`src/hw/rtl/rms_peak_dc_meter_macros.svh`:
```
// ---------------------------------------------------------------------------
// rms_peak_dc_meter assertion macros
// Shared concurrent assertion forms, clocked on clock, off during reset.
// ---------------------------------------------------------------------------
`ifndef RMS_PEAK_DC_METER_MACROS_SVH
`define RMS_PEAK_DC_METER_MACROS_SVH

// same-cycle implication
`define RPDM_ASSERT_IMPLY(lbl, ante, cons, msg) \
   lbl: assert property (@(posedge clock) disable iff (reset) (ante) |-> (cons)) \
      else $error(msg);

// next-cycle implication
`define RPDM_ASSERT_NEXT(lbl, ante, cons, msg) \
   lbl: assert property (@(posedge clock) disable iff (reset) (ante) |=> (cons)) \
      else $error(msg);

`endif

```
`src/hw/rtl/rpdm_pkg.sv`:
```
// ---------------------------------------------------------------------------
// rpdm_pkg
// Types shared by the level meter controller, datapath and top level.
// ---------------------------------------------------------------------------
package rpdm_pkg;

   typedef struct packed {
      logic signed [15:0] sample;
      logic               last;
   } req_type;

   typedef struct packed {
      logic [15:0]        rms;
      logic [15:0]        peak;
      logic signed [15:0] dc_offset;
      logic [16:0]        sample_count;
      logic               overflow;
   } rsp_type;

   typedef enum logic [2:0] {
      ST_ACCUM,
      ST_SETTLE,
      ST_DIV_INIT,
      ST_DIVIDE,
      ST_ROOT_INIT,
      ST_ROOT,
      ST_DONE
   } state_type;

   typedef struct packed {
      logic accept;
      logic div_load;
      logic div_step;
      logic root_load;
      logic root_step;
      logic out_load;
      logic clear;
   } cmd_type;

   typedef struct packed {
      logic last_step;
      logic out_free;
   } sts_type;

endpackage

```
`src/hw/rtl/rms_peak_dc_meter.sv`:
```
// ---------------------------------------------------------------------------
// rms_peak_dc_meter
// Block level meter for signed PCM samples. Each request carries a sample
// and a last flag; for each block one response gives the RMS (floor of the
// square root of the truncated mean square), the peak magnitude, the DC mean
// truncated toward zero, the number of samples taken and an overflow flag
// for samples dropped beyond MAX_SAMPLES. Samples other than the last are
// taken one per clock. After the last sample the request side is held off
// while a one-bit-per-cycle divider pair forms both means over SQ_W bits,
// the width of the sum of squares, and then a one-bit-per-cycle square root
// forms the RMS over RW = (SQ_W + 1) / 2 bits, and until the result moves
// into the output register. A finished response sits in that register, so
// the next block is taken while it waits; a further last sample waits only
// if it is still held.
// ---------------------------------------------------------------------------
module rms_peak_dc_meter #(
   parameter int MAX_SAMPLES = 65536,
   parameter int SAMPLE_BITS = 16
) (
   input  logic              clock,
   input  logic              reset,
   input  logic              req_valid,
   output logic              req_ready,
   input  rpdm_pkg::req_type req_data,
   output logic              rsp_valid,
   input  logic              rsp_ready,
   output rpdm_pkg::rsp_type rsp_data
);
   import rpdm_pkg::*;

   cmd_type cmd;
   sts_type sts;

   rpdm_ctrl u_ctrl (
      .clock     (clock),
      .reset     (reset),
      .req_valid (req_valid),
      .req_last  (req_data.last),
      .req_ready (req_ready),
      .cmd       (cmd),
      .sts       (sts)
   );

   rpdm_dpath #(
      .MAX_SAMPLES (MAX_SAMPLES),
      .SAMPLE_BITS (SAMPLE_BITS)
   ) u_dpath (
      .clock     (clock),
      .reset     (reset),
      .req_data  (req_data),
      .cmd       (cmd),
      .sts       (sts),
      .rsp_valid (rsp_valid),
      .rsp_ready (rsp_ready),
      .rsp_data  (rsp_data)
   );

endmodule

```
`src/hw/rtl/rpdm_ctrl.sv`:
```
// ---------------------------------------------------------------------------
// rpdm_ctrl
// Sequencer: accumulate, settle, divide, square root, hand over result.
// ---------------------------------------------------------------------------
`include "rms_peak_dc_meter_macros.svh"

module rpdm_ctrl (
   input  logic             clock,
   input  logic             reset,
   input  logic             req_valid,
   input  logic             req_last,
   output logic             req_ready,
   output rpdm_pkg::cmd_type cmd,
   input  rpdm_pkg::sts_type sts
);
   import rpdm_pkg::*;

   state_type state_ff;
   state_type state_in;

   always_ff @(posedge clock) begin
      if (reset) begin
         state_ff <= ST_ACCUM;
      end else begin
         state_ff <= state_in;
      end
   end

   always_comb begin
      state_in  = state_ff;
      cmd       = '0;
      req_ready = 1'b0;
      unique case (state_ff)
         ST_ACCUM: begin
            req_ready  = 1'b1;
            cmd.accept = req_valid;
            if (req_valid && req_last) begin
               state_in = ST_SETTLE;
            end
         end
         ST_SETTLE: begin
            state_in = ST_DIV_INIT;
         end
         ST_DIV_INIT: begin
            cmd.div_load = 1'b1;
            state_in     = ST_DIVIDE;
         end
         ST_DIVIDE: begin
            cmd.div_step = 1'b1;
            if (sts.last_step) begin
               state_in = ST_ROOT_INIT;
            end
         end
         ST_ROOT_INIT: begin
            cmd.root_load = 1'b1;
            state_in      = ST_ROOT;
         end
         ST_ROOT: begin
            cmd.root_step = 1'b1;
            if (sts.last_step) begin
               state_in = ST_DONE;
            end
         end
         ST_DONE: begin
            if (sts.out_free) begin
               cmd.out_load = 1'b1;
               cmd.clear    = 1'b1;
               state_in     = ST_ACCUM;
            end
         end
         default: begin
            state_in = ST_ACCUM;
         end
      endcase
   end

   `RPDM_ASSERT_NEXT(a_last_starts_settle, req_valid && req_ready && req_last,
                     state_ff == ST_SETTLE, "last request did not start the result")
   `RPDM_ASSERT_NEXT(a_divide_to_root, (state_ff == ST_DIVIDE) && sts.last_step,
                     state_ff == ST_ROOT_INIT, "divide did not hand over to root")

endmodule

```
`src/hw/rtl/rpdm_dpath.sv`:
```
// ---------------------------------------------------------------------------
// rpdm_dpath
// Square and magnitude stage, accumulators, bit-serial dividers,
// bit-serial square root and the result register.
// ---------------------------------------------------------------------------
`include "rms_peak_dc_meter_macros.svh"

module rpdm_dpath #(
   parameter int MAX_SAMPLES = 65536,
   parameter int SAMPLE_BITS = 16
) (
   input  logic              clock,
   input  logic              reset,
   input  rpdm_pkg::req_type req_data,
   input  rpdm_pkg::cmd_type cmd,
   output rpdm_pkg::sts_type sts,
   output logic              rsp_valid,
   input  logic              rsp_ready,
   output rpdm_pkg::rsp_type rsp_data
);
   import rpdm_pkg::*;

   localparam int SW      = SAMPLE_BITS;
   localparam int CW      = $clog2(MAX_SAMPLES + 1);
   localparam int LW      = $clog2(MAX_SAMPLES);
   localparam int SQ_FULL = 2 * SW - 1 + LW;
   localparam int SQ_W    = (SQ_FULL > 64) ? 64 : SQ_FULL;
   localparam int OS_W    = SW + LW;
   localparam int RW      = (SQ_W + 1) / 2;
   localparam int ITER_W  = $clog2(SQ_W + 1);

   // input stage
   logic [SW-1:0]        raw;
   logic [SW-1:0]        mag;
   logic [2*SW-1:0]      sq_in;
   logic                 take;
   logic                 st_valid_ff;
   logic                 st_take_ff;
   logic [2*SW-1:0]      st_sq_ff;
   logic [SW-1:0]        st_mag_ff;
   logic signed [SW-1:0] st_s_ff;

   // accumulators
   logic [SQ_W-1:0]        sq_sum_ff, sq_sum_in;
   logic signed [OS_W-1:0] os_sum_ff, os_sum_in;
   logic [SW-1:0]          max_ff, max_in;
   logic [CW-1:0]          count_ff, count_in;
   logic                   drop_ff, drop_in;

   // dividers
   logic [SQ_W-1:0]   sq_q_ff, sq_q_in, dc_q_ff, dc_q_in;
   logic [CW-1:0]     sq_rem_ff, sq_rem_in, dc_rem_ff, dc_rem_in;
   logic              dc_neg_ff, dc_neg_in;
   logic [CW:0]       sq_sh, dc_sh;
   logic              sq_ge, dc_ge;
   logic [OS_W-1:0]   os_abs;

   // square root
   logic [2*RW-1:0]   rt_x_ff, rt_x_in;
   logic [RW:0]       rt_rem_ff, rt_rem_in;
   logic [RW-1:0]     rt_root_ff, rt_root_in;
   logic [RW+2:0]     rt_sh, rt_trial;
   logic              rt_ge;

   logic [ITER_W-1:0] iter_ff, iter_in;

   // result
   logic                 rsp_valid_ff, rsp_valid_in;
   rsp_type              rsp_data_ff, rsp_data_in;
   logic signed [SQ_W:0] dc_val;

   assign raw   = SW'($unsigned(req_data.sample));
   assign mag   = raw[SW-1] ? (~raw + 1'b1) : raw;
   assign sq_in = {{SW{1'b0}}, mag} * {{SW{1'b0}}, mag};
   assign take  = count_ff < CW'(MAX_SAMPLES);

   assign os_abs = os_sum_ff[OS_W-1] ? (~$unsigned(os_sum_ff) + 1'b1) : $unsigned(os_sum_ff);

   assign sq_sh = {sq_rem_ff, sq_q_ff[SQ_W-1]};
   assign dc_sh = {dc_rem_ff, dc_q_ff[SQ_W-1]};
   assign sq_ge = sq_sh >= {1'b0, count_ff};
   assign dc_ge = dc_sh >= {1'b0, count_ff};

   assign rt_sh    = {rt_rem_ff, rt_x_ff[2*RW-1 -: 2]};
   assign rt_trial = {1'b0, rt_root_ff, 2'b01};
   assign rt_ge    = rt_sh >= rt_trial;

   assign dc_val = dc_neg_ff ? -$signed({1'b0, dc_q_ff}) : $signed({1'b0, dc_q_ff});

   always_comb begin
      sq_sum_in = sq_sum_ff;
      os_sum_in = os_sum_ff;
      max_in    = max_ff;
      count_in  = count_ff;
      drop_in   = drop_ff;
      if (cmd.clear) begin
         sq_sum_in = '0;
         os_sum_in = '0;
         max_in    = '0;
         count_in  = '0;
         drop_in   = 1'b0;
      end else begin
         if (st_valid_ff && st_take_ff) begin
            sq_sum_in = sq_sum_ff + SQ_W'(st_sq_ff);
            os_sum_in = os_sum_ff + OS_W'(st_s_ff);
            if (st_mag_ff > max_ff) begin
               max_in = st_mag_ff;
            end
         end
         if (cmd.accept) begin
            if (take) begin
               count_in = count_ff + 1'b1;
            end else begin
               drop_in = 1'b1;
            end
         end
      end
   end

   always_comb begin
      sq_q_in    = sq_q_ff;
      dc_q_in    = dc_q_ff;
      sq_rem_in  = sq_rem_ff;
      dc_rem_in  = dc_rem_ff;
      dc_neg_in  = dc_neg_ff;
      rt_x_in    = rt_x_ff;
      rt_rem_in  = rt_rem_ff;
      rt_root_in = rt_root_ff;
      iter_in    = iter_ff;
      priority if (cmd.div_load) begin
         sq_q_in   = sq_sum_ff;
         dc_q_in   = SQ_W'(os_abs);
         dc_neg_in = os_sum_ff[OS_W-1];
         sq_rem_in = '0;
         dc_rem_in = '0;
         iter_in   = ITER_W'(SQ_W);
      end else if (cmd.div_step) begin
         sq_rem_in = sq_ge ? CW'(sq_sh - {1'b0, count_ff}) : CW'(sq_sh);
         dc_rem_in = dc_ge ? CW'(dc_sh - {1'b0, count_ff}) : CW'(dc_sh);
         sq_q_in   = {sq_q_ff[SQ_W-2:0], sq_ge};
         dc_q_in   = {dc_q_ff[SQ_W-2:0], dc_ge};
         iter_in   = iter_ff - 1'b1;
      end else if (cmd.root_load) begin
         rt_x_in    = (2*RW)'(sq_q_ff);
         rt_rem_in  = '0;
         rt_root_in = '0;
         iter_in    = ITER_W'(RW);
      end else if (cmd.root_step) begin
         rt_rem_in  = rt_ge ? (RW+1)'(rt_sh - rt_trial) : (RW+1)'(rt_sh);
         rt_root_in = {rt_root_ff[RW-2:0], rt_ge};
         rt_x_in    = {rt_x_ff[2*RW-3:0], 2'b00};
         iter_in    = iter_ff - 1'b1;
      end
   end

   always_comb begin
      rsp_data_in              = rsp_data_ff;
      rsp_data_in.rms          = 16'(rt_root_ff);
      rsp_data_in.peak         = 16'(max_ff);
      rsp_data_in.dc_offset    = 16'(dc_val);
      rsp_data_in.sample_count = 17'(count_ff);
      rsp_data_in.overflow     = drop_ff;
      rsp_valid_in             = rsp_valid_ff;
      if (cmd.out_load) begin
         rsp_valid_in = 1'b1;
      end else if (rsp_ready) begin
         rsp_valid_in = 1'b0;
      end
   end

   always_ff @(posedge clock) begin
      if (reset) begin
         st_valid_ff  <= 1'b0;
         rsp_valid_ff <= 1'b0;
         sq_sum_ff    <= '0;
         os_sum_ff    <= '0;
         max_ff       <= '0;
         count_ff     <= '0;
         drop_ff      <= 1'b0;
         iter_ff      <= '0;
      end else begin
         st_valid_ff  <= cmd.accept;
         rsp_valid_ff <= rsp_valid_in;
         sq_sum_ff    <= sq_sum_in;
         os_sum_ff    <= os_sum_in;
         max_ff       <= max_in;
         count_ff     <= count_in;
         drop_ff      <= drop_in;
         iter_ff      <= iter_in;
      end
   end

   always_ff @(posedge clock) begin
      if (cmd.accept) begin
         st_take_ff <= take;
         st_sq_ff   <= sq_in;
         st_mag_ff  <= mag;
         st_s_ff    <= $signed(raw);
      end
      if (cmd.out_load) begin
         rsp_data_ff <= rsp_data_in;
      end
      sq_q_ff    <= sq_q_in;
      dc_q_ff    <= dc_q_in;
      sq_rem_ff  <= sq_rem_in;
      dc_rem_ff  <= dc_rem_in;
      dc_neg_ff  <= dc_neg_in;
      rt_x_ff    <= rt_x_in;
      rt_rem_ff  <= rt_rem_in;
      rt_root_ff <= rt_root_in;
   end

   assign sts.last_step = iter_ff == ITER_W'(1);
   assign sts.out_free  = !rsp_valid_ff || rsp_ready;
   assign rsp_valid     = rsp_valid_ff;
   assign rsp_data      = rsp_data_ff;

   `RPDM_ASSERT_IMPLY(a_load_when_free, cmd.out_load, !rsp_valid_ff || rsp_ready,
                      "result register overwritten while full")
   `RPDM_ASSERT_IMPLY(a_count_bounded, 1'b1, count_ff <= CW'(MAX_SAMPLES),
                      "sample count above capacity")

endmodule
```
`config.mk`:
```
export PLATFORM = sky130hd
export DESIGN_NAME = rms_peak_dc_meter
export DESIGN_NICKNAME = d
export VERILOG_FILES = /design/src/hw/rtl/rpdm_pkg.sv /design/src/hw/rtl/rms_peak_dc_meter.sv /design/src/hw/rtl/rpdm_ctrl.sv /design/src/hw/rtl/rpdm_dpath.sv
export VERILOG_INCLUDE_DIRS = /design/src /design/src/hw/rtl
export SDC_FILE = /design/constraint.sdc
export NUM_CORES = 1
export LEC_CHECK = 0
export BUFFER_PORTS_ARGS = -buffer_cell sky130_fd_sc_hd__buf_2
export CAP_MARGIN = 20
export CORE_UTILIZATION = 60
export DETAILED_ROUTE_END_ITERATION = 7
export MAX_ROUTING_LAYER = met4
export PLACE_DENSITY = 0.84
export SLEW_MARGIN = 20
export SYNTH_ARGS = -nofsm -noshare
export SYNTH_HDL_FRONTEND = slang
export SYNTH_SLANG_ARGS = --single-unit
```
`constraint.sdc`:
```
create_clock -name clock -period 9.2 [get_ports clock]
set_input_delay 0.92 -clock clock [delete_from_list [all_inputs] [get_ports clock]]
set_output_delay 0.92 -clock clock [all_outputs]
set_load 0.01 [all_outputs]
```
==> flow_summary.toml <==
[power_and_ir_drop]
p_clk_share_pct = 15.5
intPower_mw = 7.55
leakagePower_nw = 14.8
irDropWorstVdd_mv = 0.854
p_seq_share_pct = 22.3
p_per_area_mw_per_mm2 = 384
combinationalPowerShare_pct = 62.1
p_sw_mw = 5.88
netSwitchingFraction_pct = 43.8

[layout]
drive_above_1_share_pct = 8.56
final_net_count = 3800
seqCellArea_mm2 = 0.0126
multi_input_area_mm2 = 0.0177
fin_area_mm2 = 0.0350
fin_cells = 4100
fill_cells = 3873
area_delta_synth_final_pct = 9.40

[cts]
cts_hold_buf = 0
cts.sinks = 478
cts_tree = "yes"
clock_path_buffers = 3
clkSlewWorstSetupHoldPaths_ns = 0.07
cts_setup_buffers = 0
insertion_delay_ns = 0.63
numCtsBuffers = 50
htreeDepth = 2
ctsResizeCount = 0
root_buffer = "clkbuf_16"

[floorplan]
boundaryPins = 89
fp.dieArea_mm2 = 0.0542
initial_core_util_pct = 60.7
die_x_um = 233
die_y_um = 233
core_area_mm2 = 0.0527
num_rows = 84

[timing]
finalClockSkew_ns = 0.0219
fmax_mhz = 118
fin_crit_ns = 8.44
setup_violations = 0
relSlewSlack_pct = 31.1
min_period_over_period_pct = 91.7
rsz0062_at_grt = "no"
final-max-slew-violation-count = 0
tns_ns = 0
hold_violations = 0
worst-slew-pin-transition_ns = 1.03

[global_route]
grt_pass1_wl_mm = 116
grt_use_total_pct = 27.2
overflow = 0
antenna_found_initial = 2
first_global_vias = 23863
grt_max_degree = 92

[run_status]
status = "complete, no violations"

[route]
dr.pass1.iters = 5
wl_mm = 69.7
ant_nets = 0
avgViaCountPerCell = 5.80
vias = 23764
drc = 0
wl_per_cell_um = 17.0
drtIter0Drc = 1602

[setup_path]
cp_slowest_cell = "o311ai_0"
max_stage_delay_ns = 0.64
cp.arrival_ns = 8.81
criticalPathCategory = "primary input to register"
cp.required_ns = 9.57
crit_path_frequent_cell = "fa_1"
start_kind = "primary input"
cp_max_fo = 10
cp-end-kind = "register"

[synthesis]
syn_area_per_cell_um2 = 9.72
yosysTopAreaCellShare_pct = 28.6
synth_edf_count = 305
synth-warning-count = 0
yosys_register_bits = 478
yosys.area.top_type = "edfxtp_1"
syn_area_mm2 = 0.0320
async_flop_share_pct = 0
yosysSeqAreaShare_pct = 39.5
synthTopCellsByArea = "edfxtp_1 (29%), dfxtp_1 (11%), fa_1 (11%)"
synthFlopType = "edfxtp_1"
synth.distinct_cells = 83
netlist_instances = 3289

[place]
dp_hpwl_mm = 49.6
dpl-instance-area_mm2 = 0.0332
routabilityCongestion = 0.939
placed_cells = 4001
port_buffers = 88

[worst_hold_path]
hp-class = "register to register"

[run]
drv_cap = 0
## cells in the final DEF (no fill, tap or decap), types with 16 or more instances in the layout
master     synthesis  routed
a211oi_1          25      25
a21o_1            54      54
a21oi_1          234     234
a31oi_1           18      18
and2_1            17      16
buf_2              3      88
buf_4              3      33
clkbuf_16          0      52
dfxtp_1          173     172
edfxtp_1         305     305
fa_1             169     169
ha_1             241     241
inv_1            340     337
mux2_2            47      47
mux2i_1           50      50
nand2_1          456     455
nand2b_1          29      27
nand3_1           80      80
nand4_1           30      30
nor2_1           288     286
nor2b_1           18      17
nor3_1            37      37
o21ai_0          125     125
o21bai_1          23      23
o31ai_1           19      19
xnor2_1          126     126
xor2_1            87      87
## layout make-up
cell class,instances,share of cell area [%]
repair buffers,125,2.17
clock inverters,27,0.848
flip-flops and latches,478,36.1
multi-input cells,2368,50.7
inverters,346,3.73
diodes,2,0.0143
clock buffers,66,4.01
well taps,688,2.46
## worst paths after layout
kind	startpoint	end	slack (ns)	cells past startpoint
worst max-delay path	req_data[1]	u_dpath.st_sq_ff[30]	0.76	32
worst min-delay path	u_dpath.drop_ff	u_dpath.rsp_data[0]	0.43	0
worst max register to register	u_dpath.sq_q_ff[46]	u_dpath.sq_rem_ff[6]	5.50	13
worst min register to register	u_dpath.drop_ff	u_dpath.rsp_data[0]	0.43	0
## power by group through the flow
stage,Clock [mW],Combinational [mW],Sequential (mW)
detailed placement,0,8.18,3.04
CTS,2.12,8.33,2.99
global placement,0,7.99,3.03
floorplan,0,6.52,2.96
global route,2.21,9.47,3.01
finish,2.09,8.35,3.00
## synthesized netlist by cell type (6+ instances only)
| library cell | number |
|---|---|
| a2111oi_0 | 6 |
| o22ai_1 | 7 |
| nor4_1 | 8 |
| o41ai_1 | 6 |
| edfxtp_1 | 305 |
| nand4_1 | 30 |
| clkbuf_1 | 88 |
| xnor2_1 | 126 |
| nand3b_1 | 8 |
| fa_1 | 169 |
| nor3b_1 | 6 |
| mux2i_1 | 50 |
| a211oi_1 | 25 |
| o31ai_1 | 19 |
| nand3_1 | 80 |
| and3_1 | 11 |
| nor2_1 | 288 |
| buf_1 | 12 |
| a31oi_1 | 18 |
| nand2_1 | 456 |
| mux2_2 | 47 |
| a21oi_1 | 234 |
| nand4b_1 | 7 |
| nand2b_1 | 29 |
| o21a_1 | 13 |
| or3_1 | 13 |
| inv_1 | 340 |
| nor3_1 | 37 |
| and2_1 | 17 |
| ha_1 | 241 |
| dfxtp_1 | 173 |
| o21ai_0 | 125 |
| xor2_1 | 87 |
| a221oi_1 | 6 |
| nor2b_1 | 18 |
| a21o_1 | 54 |
| o21bai_1 | 23 |
## state kept, by name, summed over array words and instances (netlist names), 24 cells and up
| register | cells |
|---|---|
| u_dpath.os_sum_ff | 32 |
| u_dpath.sq_q_ff | 47 |
| u_dpath.rt_root_ff | 24 |
| u_dpath.sq_sum_ff | 47 |
| u_dpath.rsp_data | 66 |
| u_dpath.dc_q_ff | 47 |
| u_dpath.st_sq_ff | 30 |
| u_dpath.rt_x_ff | 48 |
| u_dpath.rt_rem_ff | 25 |
## critical path: cells and delay by family
family          cells  cell delay (ns)
buf+inv             9             1.07
xor+xnor            2             0.29
fa+ha+maj           8             3.48
compound gates      9             2.33
simple gates        4             0.70
## layer usage
| metal | vias to the layer above | global-route usage (%) | wire (µm) |
|---|---|---|---|
| met5 | - | - | 0 |
| met4 | 0 | 11.3 | 2560 |
| met3 | 190 | 4.41 | 4090 |
| met2 | 706 | 45.7 | 34200 |
| met1 | 11446 | 32.5 | 28800 |
| li1 | 11422 | - | - |
## metrics by stage
step / hold slack [ns] / setup slack, ns / util [%] / power, mW
after floorplan: 0.408 / 0.637 / - / 9.47
after global placement: 0.418 / 0.504 / 63.0 / 11.0
after detailed placement: 0.419 / 0.331 / 63.0 / 11.2
after CTS: 0.435 / 0.880 / 66.3 / 13.4
after global routing: 0.439 / 0.233 / 66.4 / 14.7
final: 0.434 / 0.761 / 66.4 / 13.4
## kinds of logic (layout without fill, tap and decap cells)
group	Yosys count	after routing	synth area share (%)
buffers and inverters	453	564	5.39
XOR/XNOR	215	215	5.94
multiplexers	97	97	3.22
other	2	14	0.0235
AND/OR/NAND/NOR	1027	1027	14.1
adder cells (fa/ha/maj)	410	410	20.0
flip-flops	478	478	39.5
AO/OA/AOI/OAI	607	607	11.8
Power figures use the tool's default switching activity.
